File: src/sv/fba_pkg.sv
// ----------------------------------------------------------------------------
// fba_pkg: shared definitions for the fit-policy block allocator
// Field widths, register indexes, policy and mode codes, sequencer states.
// ----------------------------------------------------------------------------
`default_nettype none

package fba_pkg;

  localparam int NUM_BLOCKS_DEF = 16;

  localparam int SIZE_W     = 16;
  localparam int BIDX_W     = 4;
  localparam int POLICY_W   = 2;
  localparam int NBLK_W     = 5;
  localparam int CFG_IDX_W  = 1;
  localparam int CFG_DATA_W = 5;

  // configuration register indexes
  localparam logic [CFG_IDX_W-1:0] CFG_POLICY     = 1'b0;
  localparam logic [CFG_IDX_W-1:0] CFG_NUM_BLOCKS = 1'b1;

  localparam logic [NBLK_W-1:0] NUM_BLOCKS_RST = 5'd16;

  // placement policies, code three behaves as worst fit
  localparam logic [POLICY_W-1:0] POL_FIRST = 2'd0;
  localparam logic [POLICY_W-1:0] POL_BEST  = 2'd1;
  localparam logic [POLICY_W-1:0] POL_WORST = 2'd2;

  // input item modes
  localparam logic MODE_LOAD = 1'b0;
  localparam logic MODE_REQ  = 1'b1;

  typedef enum logic [1:0] {
    S_IDLE,
    S_SCAN,
    S_WRITE,
    S_DONE
  } fba_state_t;

endpackage

`default_nettype wire

File: src/sv/fba_if.sv
// ----------------------------------------------------------------------------
// fba_if: valid/ready channels of the fit-policy block allocator
// Input channel carries load and request items, output channel the results.
// ----------------------------------------------------------------------------
`default_nettype none

interface fba_in_if;
  logic                        valid;
  logic                        ready;
  logic                        mode;
  logic [fba_pkg::BIDX_W-1:0]  block_index;
  logic [fba_pkg::SIZE_W-1:0]  size;

  modport source (output valid, mode, block_index, size, input ready);
  modport sink   (input valid, mode, block_index, size, output ready);
endinterface

interface fba_out_if;
  logic                        valid;
  logic                        ready;
  logic                        allocated;
  logic [fba_pkg::BIDX_W-1:0]  chosen_block;
  logic [fba_pkg::SIZE_W-1:0]  remaining;

  modport source (output valid, allocated, chosen_block, remaining, input ready);
  modport sink   (input valid, allocated, chosen_block, remaining, output ready);
endinterface

`default_nettype wire

File: src/sv/fit_policy_block_allocator.sv
// ----------------------------------------------------------------------------
// fit_policy_block_allocator: first / best / worst fit block allocator
// Holds free sizes of NUM_BLOCKS blocks in a memory; a request scans the
// active blocks one at a time and writes back the chosen block.
// ----------------------------------------------------------------------------
// a load writes its block and gives no result; a request scans
//   min(num_blocks, NUM_BLOCKS) blocks, one read per cycle, then fills the
//   output register; no new item is taken until that result is registered,
//   held while the output register is full; loads one per cycle while idle
// reset: synchronous; all free sizes read as zero, policy first fit,
//   num_blocks 16, output empty
`default_nettype none

module fit_policy_block_allocator #(
  parameter int NUM_BLOCKS = fba_pkg::NUM_BLOCKS_DEF
) (
  input  wire logic                             clk,
  input  wire logic                             rst,
  fba_in_if.sink                                in_ch,
  fba_out_if.source                             out_ch,
  input  wire logic                             cfg_we,
  input  wire logic [fba_pkg::CFG_IDX_W-1:0]    cfg_index,
  input  wire logic [fba_pkg::CFG_DATA_W-1:0]   cfg_data
);

  import fba_pkg::*;

  localparam int IDX_W = $clog2(NUM_BLOCKS);
  localparam int CNT_W = $clog2(NUM_BLOCKS + 1);
  localparam int CMP_W = (CNT_W > NBLK_W) ? CNT_W : NBLK_W;
  localparam int XW    = (IDX_W > BIDX_W) ? IDX_W : BIDX_W;

  fba_state_t state, state_next;

  logic [POLICY_W-1:0] policy;
  logic [NBLK_W-1:0]   num_blocks;

  logic [SIZE_W-1:0]   mem [NUM_BLOCKS];
  logic [NUM_BLOCKS-1:0] valid_bits;

  logic [SIZE_W-1:0]   req;
  logic [CNT_W-1:0]    cnt;
  logic [CNT_W-1:0]    limit;
  logic                rd_pend;
  logic [IDX_W-1:0]    rd_idx;
  logic [SIZE_W-1:0]   rd_data;
  logic                rd_ok;
  logic                found;
  logic [IDX_W-1:0]    pick;
  logic [SIZE_W-1:0]   pick_free;

  logic                out_valid;
  logic                out_allocated;
  logic [BIDX_W-1:0]   out_chosen;
  logic [SIZE_W-1:0]   out_remaining;

  logic                in_ready;
  logic                in_acc;
  logic                load_ok;
  logic                issue;
  logic [IDX_W-1:0]    rd_addr;
  logic                mem_we;
  logic [IDX_W-1:0]    mem_waddr;
  logic [SIZE_W-1:0]   mem_wdata;
  logic [SIZE_W-1:0]   diff;
  logic [SIZE_W-1:0]   f;
  logic                fits;
  logic                take;
  logic                out_free;
  logic [XW-1:0]       pick_x;

  assign f        = rd_ok ? rd_data : '0;
  assign fits     = (f >= req);
  assign diff     = pick_free - req;
  assign out_free = !out_valid || out_ch.ready;
  assign in_acc   = in_ch.valid && in_ready;
  assign load_ok  = (32'(in_ch.block_index) < NUM_BLOCKS);
  assign pick_x   = XW'(pick);

  always_comb begin
    case (policy) inside
      POL_FIRST: take = 1'b0;
      POL_BEST:  take = (f < pick_free);
      default:   take = (f > pick_free);
    endcase
  end

  // next state
  always_comb begin
    state_next = state;
    unique case (state)
      S_IDLE: begin
        if (in_acc && in_ch.mode == MODE_REQ) state_next = S_SCAN;
      end
      S_SCAN: begin
        if (!issue && !rd_pend) state_next = found ? S_WRITE : S_DONE;
      end
      S_WRITE: state_next = S_DONE;
      S_DONE: begin
        if (out_free) state_next = S_IDLE;
      end
      default: state_next = S_IDLE;
    endcase
  end

  // sequencer outputs
  always_comb begin
    in_ready  = 1'b0;
    issue     = 1'b0;
    mem_we    = 1'b0;
    mem_waddr = IDX_W'(in_ch.block_index);
    mem_wdata = in_ch.size;
    unique case (state)
      S_IDLE: begin
        in_ready = 1'b1;
        mem_we   = in_acc && (in_ch.mode == MODE_LOAD) && load_ok;
      end
      S_SCAN: issue = (cnt != limit);
      S_WRITE: begin
        mem_we    = 1'b1;
        mem_waddr = pick;
        mem_wdata = diff;
      end
      S_DONE: ;
      default: ;
    endcase
  end

  assign rd_addr = cnt[IDX_W-1:0];

  // free-size memory, registered read
  always_ff @(posedge clk) begin
    if (mem_we) mem[mem_waddr] <= mem_wdata;
    rd_data <= mem[rd_addr];
  end

  always_ff @(posedge clk) begin
    if (rst) begin
      state      <= S_IDLE;
      policy     <= POL_FIRST;
      num_blocks <= NUM_BLOCKS_RST;
      valid_bits <= '0;
      rd_pend    <= 1'b0;
      found      <= 1'b0;
      out_valid  <= 1'b0;
    end else begin
      state   <= state_next;
      rd_pend <= issue;

      if (cfg_we) begin
        unique case (cfg_index)
          CFG_POLICY:     policy     <= cfg_data[POLICY_W-1:0];
          CFG_NUM_BLOCKS: num_blocks <= cfg_data;
          default: ;
        endcase
      end

      if (mem_we) valid_bits[mem_waddr] <= 1'b1;

      if (state == S_IDLE && in_acc && in_ch.mode == MODE_REQ) found <= 1'b0;
      else if (rd_pend && fits && (!found || take)) found <= 1'b1;

      if (state == S_DONE && out_free) out_valid <= 1'b1;
      else if (out_ch.ready) out_valid <= 1'b0;
    end
  end

  // datapath registers
  always_ff @(posedge clk) begin
    rd_ok <= valid_bits[rd_addr];
    if (state == S_IDLE && in_acc) begin
      req   <= in_ch.size;
      cnt   <= '0;
      // active count saturates at the table depth
      limit <= (CMP_W'(num_blocks) > CMP_W'(NUM_BLOCKS)) ? CNT_W'(NUM_BLOCKS)
                                                         : CNT_W'(num_blocks);
    end
    if (issue) begin
      cnt    <= cnt + CNT_W'(1);
      rd_idx <= cnt[IDX_W-1:0];
    end
    if (rd_pend && fits && (!found || take)) begin
      pick      <= rd_idx;
      pick_free <= f;
    end
    if (state == S_WRITE) pick_free <= diff;
    if (state == S_DONE && out_free) begin
      out_allocated <= found;
      out_chosen    <= found ? pick_x[BIDX_W-1:0] : '0;
      out_remaining <= found ? pick_free : '0;
    end
  end

  assign in_ch.ready         = in_ready;
  assign out_ch.valid        = out_valid;
  assign out_ch.allocated    = out_allocated;
  assign out_ch.chosen_block = out_chosen;
  assign out_ch.remaining    = out_remaining;

endmodule

`default_nettype wire

File: src/flat_wrapper.sv
// flat-port wrapper written by rule: the top's interface ports become plain ports
module fit_policy_block_allocator_flat import fba_pkg::*;
#(
  parameter int NUM_BLOCKS = fba_pkg::NUM_BLOCKS_DEF
)
  (clk, rst, cfg_we, cfg_index, cfg_data, in_ch_valid, in_ch_mode, in_ch_block_index, in_ch_size, in_ch_ready, out_ch_valid, out_ch_allocated, out_ch_chosen_block, out_ch_remaining, out_ch_ready);
  fba_in_if in_ch_i ();
  fba_out_if out_ch_i ();
  input  wire logic clk;
  input  wire logic rst;
  input  wire logic cfg_we;
  input  wire logic [fba_pkg::CFG_IDX_W-1:0] cfg_index;
  input  wire logic [fba_pkg::CFG_DATA_W-1:0] cfg_data;
  input wire logic [$bits(in_ch_i.valid)-1:0] in_ch_valid;
  input wire logic [$bits(in_ch_i.mode)-1:0] in_ch_mode;
  input wire logic [$bits(in_ch_i.block_index)-1:0] in_ch_block_index;
  input wire logic [$bits(in_ch_i.size)-1:0] in_ch_size;
  output wire logic [$bits(in_ch_i.ready)-1:0] in_ch_ready;
  output wire logic [$bits(out_ch_i.valid)-1:0] out_ch_valid;
  output wire logic [$bits(out_ch_i.allocated)-1:0] out_ch_allocated;
  output wire logic [$bits(out_ch_i.chosen_block)-1:0] out_ch_chosen_block;
  output wire logic [$bits(out_ch_i.remaining)-1:0] out_ch_remaining;
  input wire logic [$bits(out_ch_i.ready)-1:0] out_ch_ready;
  assign in_ch_i.valid = in_ch_valid;
  assign in_ch_i.mode = in_ch_mode;
  assign in_ch_i.block_index = in_ch_block_index;
  assign in_ch_i.size = in_ch_size;
  assign in_ch_ready = in_ch_i.ready;
  assign out_ch_valid = out_ch_i.valid;
  assign out_ch_allocated = out_ch_i.allocated;
  assign out_ch_chosen_block = out_ch_i.chosen_block;
  assign out_ch_remaining = out_ch_i.remaining;
  assign out_ch_i.ready = out_ch_ready;
  fit_policy_block_allocator #(.NUM_BLOCKS(NUM_BLOCKS)) u_core (.clk(clk), .rst(rst), .in_ch(in_ch_i), .out_ch(out_ch_i), .cfg_we(cfg_we), .cfg_index(cfg_index), .cfg_data(cfg_data));
endmodule
File: config.mk
export PLATFORM = sky130hd
export DESIGN_NAME = fit_policy_block_allocator_flat
export DESIGN_NICKNAME = d
export VERILOG_FILES = /design/src/sv/fba_pkg.sv /design/src/sv/fba_if.sv /design/src/sv/fit_policy_block_allocator.sv /design/src/flat_wrapper.sv
export SDC_FILE = /design/constraint.sdc
export NUM_CORES = 1
export LEC_CHECK = 0
export BUFFER_PORTS_ARGS = -buffer_cell sky130_fd_sc_hd__buf_4
export CORE_MARGIN = 5
export CORE_UTILIZATION = 35
export CTS_CLUSTER_DIAMETER = 40
export DETAILED_ROUTE_END_ITERATION = 7
export PLACE_DENSITY = 0.55
export SLEW_MARGIN = 15
export SYNTH_ARGS = -nofsm -noshare
export SYNTH_HDL_FRONTEND = slang
export SYNTH_SLANG_ARGS = --single-unit
File: constraint.sdc
create_clock -name clk -period 5.1 [get_ports clk]
set_input_delay 1.02 -clock clk [delete_from_list [all_inputs] [get_ports clk]]
set_output_delay 1.02 -clock clk [all_outputs]
set_load 0.01 [all_outputs]
# Word-level counts from Yosys, hierarchy flattened
# Memories as Yosys holds them, arrays and structs flattened. A register that Yosys moved wholly into a read port is not among the register bits.
# Index checks and enable logic that the tools add are counted.
# totals
out_inout_bits	23
in_bits	32
ram_bits	256
register_bits	100
word_cells	88
n_memories	1
# classes
n_bitwise	3
mux	25
addsub	2
n_lt_le_gt_ge	7
eq_ne	8
reduce_logical	25
# mem_list
name	words	word_bits	rd	rd_clocked_by_memory_dff	wr	line	text
u_core.mem	16	16	1	1	1	fit_policy_block_allocator.sv:38	logic [SIZE_W-1:0] mem [NUM_BLOCKS];
# ops
operator	n
$mux W16	4
$ge A16 B16 Y1	1
$gt A16 B16 Y1	1
$lt A16 B16 Y1	1
$or A16 B16 Y16	1
$sub A16 B16 Y16	1
$mux W1	11
$logic_and A1 B1 Y1	10
$lt A4 B5 Y1 const B	2
$mux W5	2
$pmux W2 S4	1
$mux W2	3
$ne A2 B1 Y1 const B	3
$reduce_bool A2 Y1	3
$add A5 B1 Y5 const B	1
$gt A5 B5 Y1 const B	1
$ne A5 B5 Y1	1
$bmux W1 S4	1
$demux W1 S4	1
$eq A2 B1 Y1 const B	2
$eq A2 B2 Y1 const B	2
$ge A4 B1 Y1 const B	1
$logic_not A1 Y1	4
$logic_not A2 Y1	2
7 further kinds	10

# Longest topological paths before layout
# depth
depth_word	8
mapped_depth	11
mapped_depth_nobuf	9

# Worst setup path before layout
# Ideal clock, no wire load.
# synth_path
path_type	register to register
from	register u_core.rd_ok
to	register u_core.pick_free[0], enable pin
setup_ns	0.397
t_arrival_ns	2.693
synth_period_minus_slack_ns	3.090
setup_slack_ns	2.010
stages_incl_launch_ff	11
required_ns	4.703
path_buffers	2
path_cell_list	dfxtp_1 -> buf_4 -> clkbuf_1 -> and2_1 -> ha_1 -> nand3_1 -> nor2_1 -> a2111oi_0 -> o21ai_1 -> mux2i_1 -> a22oi_1
# synth_via
elab_chain_cells	7
elab_cells_between_ends	10
cone_classes	order compare (3); mux (3); reduce/logical (4)
# synth_lines
item	line	text
from (decl)	fit_policy_block_allocator.sv:47	logic rd_ok;
from (signal assigned)	fit_policy_block_allocator.sv:170	rd_ok <= valid_bits[rd_addr];
$mux W16 (*)	fit_policy_block_allocator.sv:72	assign f = rd_ok ? rd_data : '0;
$gt A16 B16 Y1 / $lt A16 B16 Y1 (equally long branches)	fit_policy_block_allocator.sv:84, fit_policy_block_allocator.sv:83	
$mux W1 (2 in series)	fit_policy_block_allocator.sv:81	case (policy) inside
$logic_or A1 B1 Y1	fit_policy_block_allocator.sv:182	if (rd_pend && fits && (!found || take)) begin
$logic_and A1 B1 Y1 (*)	fit_policy_block_allocator.sv:182	
$reduce_bool A2 Y1 (no line) (*)	--	
to (signal assigned)	fit_policy_block_allocator.sv:186	if (state == S_WRITE) pick_free <= diff;
to (decl)	fit_policy_block_allocator.sv:50	logic [SIZE_W-1:0] pick_free;
# Mark *: on every way between the ends. The rest lies on a longest branch, timed or not.
# A chain may end at the register's enable or synchronous reset.

# Final worst setup path
# layout_path
from	register u_core.rd_ok
to	register u_core.pick_free[10], enable pin
# The elaborated chain is that of the path after synthesis.

==> results by group <==
Status
  • Outcome: complete, no violations

STA
  • Fin crit share: 0.684
  • Max Slew Vio Count: 0
  • Total negative slack: 0 ns
  • Tmin final: 3.49 ns
  • Max Clock Freq: 0.287 GHz
  • Final Worst Setup Slack: 1.61 ns
  • Slew HR: 0.262
  • Final hold vios: 0
  • Setup Skew: 0.0163 ns
  • RSZ-0062 raised after global routing: no
  • Endpoints failing setup: 0
  • Hold WS: 0.423 ns
  • Least-Margin Pin Slew: 1.11 ns

Synthesis
  • Post-Syn Instances: 1102
  • Share of the synthesized area in the top cell type: 0.617
  • Sequential area share after synthesis: 0.674
  • Synth top cells by count: 327 x edfxtp_1, 96 x nor2_1, 77 x nand2_1
  • Synth Area per Inst: 14.4 µm²
  • Synthesized area: 15900 µm²
  • Syn. warnings: 0
  • Flop and latch count out of synthesis: 372
  • Async S/R FF share, synth: 0
  • Netlist cell types: 66
  • EDFF count, synth: 327
  • Top cells by area, synth: edfxtp_1 62%, dfxtp_1 5.7%, mux4_2 4.8%
  • Post-synth top area cell: edfxtp_1
  • Syn nets: 1184
  • Cell with the most instances after synthesis: edfxtp_1
  • Top FF cell, synth: edfxtp_1

Global routing
  • Largest net degree at the start of global routing: 57
  • Initial antenna violation count: 0
  • Met2 usage: 0.237
  • Gr busiest metal: met2
  • Global-route wire length before repair: 58.0 mm
  • Met3 usage: 0.0274
  • GR Layer Usage met1: 0.218
  • Total GRT Usage: 0.151
  • Number of global-route vias before repair: 9360
  • Total gr overflow: 0

Min path
  • Critical hold path startpoint: u_core.rd_idx[2]
  • Hold depth: 0
  • Hold Crit Class: register to register
  • Hold Path End: u_core.pick[2]

Routing
  • Vias per Instance: 5.11
  • Post-DR wirelength/cell: 20.8 µm
  • DRC: 0
  • DR vias: 9329
  • Initial DRC count: 722
  • Total length of routed wires: 38.0 mm
  • First-pass iteration count of the detailed router: 5
  • Post-DRT Antenna Nets: 0

Worst setup path
  • Crit path DAT: 3.73 ns
  • CP max stage delay: 0.78 ns
  • R2R Path End: u_core.pick_free[10]
  • Crit Path Category: register to register
  • Crit path max-delay family: compound AO/OA/AOI/OAI gates
  • Critical Path Fanout Max: 19
  • CP Launch Type: register
  • CP Data Required Time: 5.34 ns
  • Reg2reg start: u_core.rd_ok
  • R2R setup slack: 1.61 ns
  • Setup crit end kind: register
  • Critical Path Source: u_core.rd_ok
  • Buf/Inv on CP: 1
  • Worst path slowest cell: a2111oi_0
  • Reg2Reg Depth: 9
  • CP cell instances: and2_1, ha_1, a21oi_1, nand2_1, a2111oi_0, o21ai_1, mux2i_1, a22oi_1, buf_4

Placed design
  • Global placement routability congestion: 0.825
  • DP HPWL: 25.4 mm
  • PortBufs: 54
  • DP Worst Slack: 1.51 ns
  • Placed instance count: 1728

Clocking
  • Hold_buf cts: 0
  • CTS buffer count: 55
  • Resize count post-CTS: 0
  • Worst-Skew Late Latency: 0.58 ns
  • Post-CTS Setup Bufs: 0
  • Num Clock Sinks: 372
  • CTS tree: yes
  • CTS Buffer Depth: 3
  • CTS H-Tree Depth: 2
  • CTS clk-pin slew, worst paths: 0.06 ns
  • CTS root buf: clkbuf_16

Power
  • Peak VDD IR: 269 µV
  • Leak: 6.71 nW
  • Power Dens Cells: 549 nW/µm²

Floorplanning
  • Chip Width: 223 µm
  • Die area: 49800 µm²
  • Die H: 223 µm
  • Effective utilization at floorplan: 0.352
  • I/O pins: 55
  • Num rows: 78
  • Placeable Area: 45200 µm²

Layout
  • Synth-to-Final Area Change: 18.2%
  • Final std cells w/o fill: 1827
  • N_diodes: 0
  • Final #Nets: 1267
  • Fin util: 0.416
  • Share of layout cells above drive strength 1: 0.200

Run
  • # Max-Cap Violations: 0
==> sequential cells by signal, indices dropped and copies added (netlist names), 4 cells and up <==
name / cells
u_core.cnt: 5
u_core.limit: 5
u_core.mem: 256
u_core.num_blocks: 5
u_core.out_ch.chosen_block: 4
u_core.out_ch.remaining: 16
u_core.pick: 4
u_core.pick_free: 16
u_core.rd_data: 16
u_core.rd_idx: 4
u_core.req: 16
u_core.valid_bits: 16
==> worst max path at each step <==
stage,to,slack [ns],cells after the start
finish,u_core.pick_free[10],1.61,9
global route,u_core.pick_free[8],1.34,9
CTS,u_core.pick_free[8],1.48,9
detailed placement,u_core.pick_free[13],1.51,9
global placement,u_core.pick_free[12],1.55,9
floorplan,u_core.pick_free[0],2.01,10
==> cell type report <==
cell class / instances / area (µm²)
Fill cell: 4132 / 26400
Sequential cell: 372 / 10700
Multi-Input combinational cell: 629 / 4820
Clock buffer: 60 / 1400
Tap cell: 600 / 751
Timing Repair Buffer: 72 / 553
Clock inverter: 39 / 360
Inverter: 55 / 206
==> layout by cell type, fill, tap and decap left out, drive strengths merged, types with 6 or more instances in the layout <==
master	n
clkinv	16
buf	72
a21oi	63
o21ai	60
nand2	77
mux2	21
dfxtp	45
inv	66
mux2i	59
clkbuf	60
nand4	6
a22oi	19
nand3	14
xnor2	9
nor2	96
a221oi	19
mux4	34
nor2b	12
edfxtp	327
o211ai	6
clkinvlp	9
ha	49
nand2b	9
and2	16
==> metrics by stage <==
stage	power, mW	cell area (µm²)
final	10.3	18800
after global placement	6.80	17100
after CTS	10.4	18800
after global routing	10.8	18800
after detailed placement	6.82	17100
after floorplan	5.87	15900
==> cell families (layout without fill, tap and decap cells) <==
kind of cell / after synthesis / count (layout) / share of synthesized area
DFF: 372 / 372 / 0.674
buffers and inverters: 101 / 226 / 0.0266
adders and majority gates: 51 / 51 / 0.0404
AOI/OAI and AO/OA: 203 / 203 / 0.0811
xor gates and xnor gates: 14 / 14 / 0.00818
and+or+nand+nor: 247 / 247 / 0.0699
muxes: 114 / 114 / 0.100
==> where the power goes <==
| part | switching [mW] | internal (mW) |
|---|---|---|
| registers | 0.147 | 3.79 |
| logic | 1.80 | 1.01 |
| clock network | 1.42 | 2.16 |
==> metal layers <==
layer	share of wire	up-vias
li1	-	4361
met1	0.47	4671
met2	0.46	240
met3	0.054	57
met4	0.018	0
met5	0	-
Power figures use the tool's default switching activity.
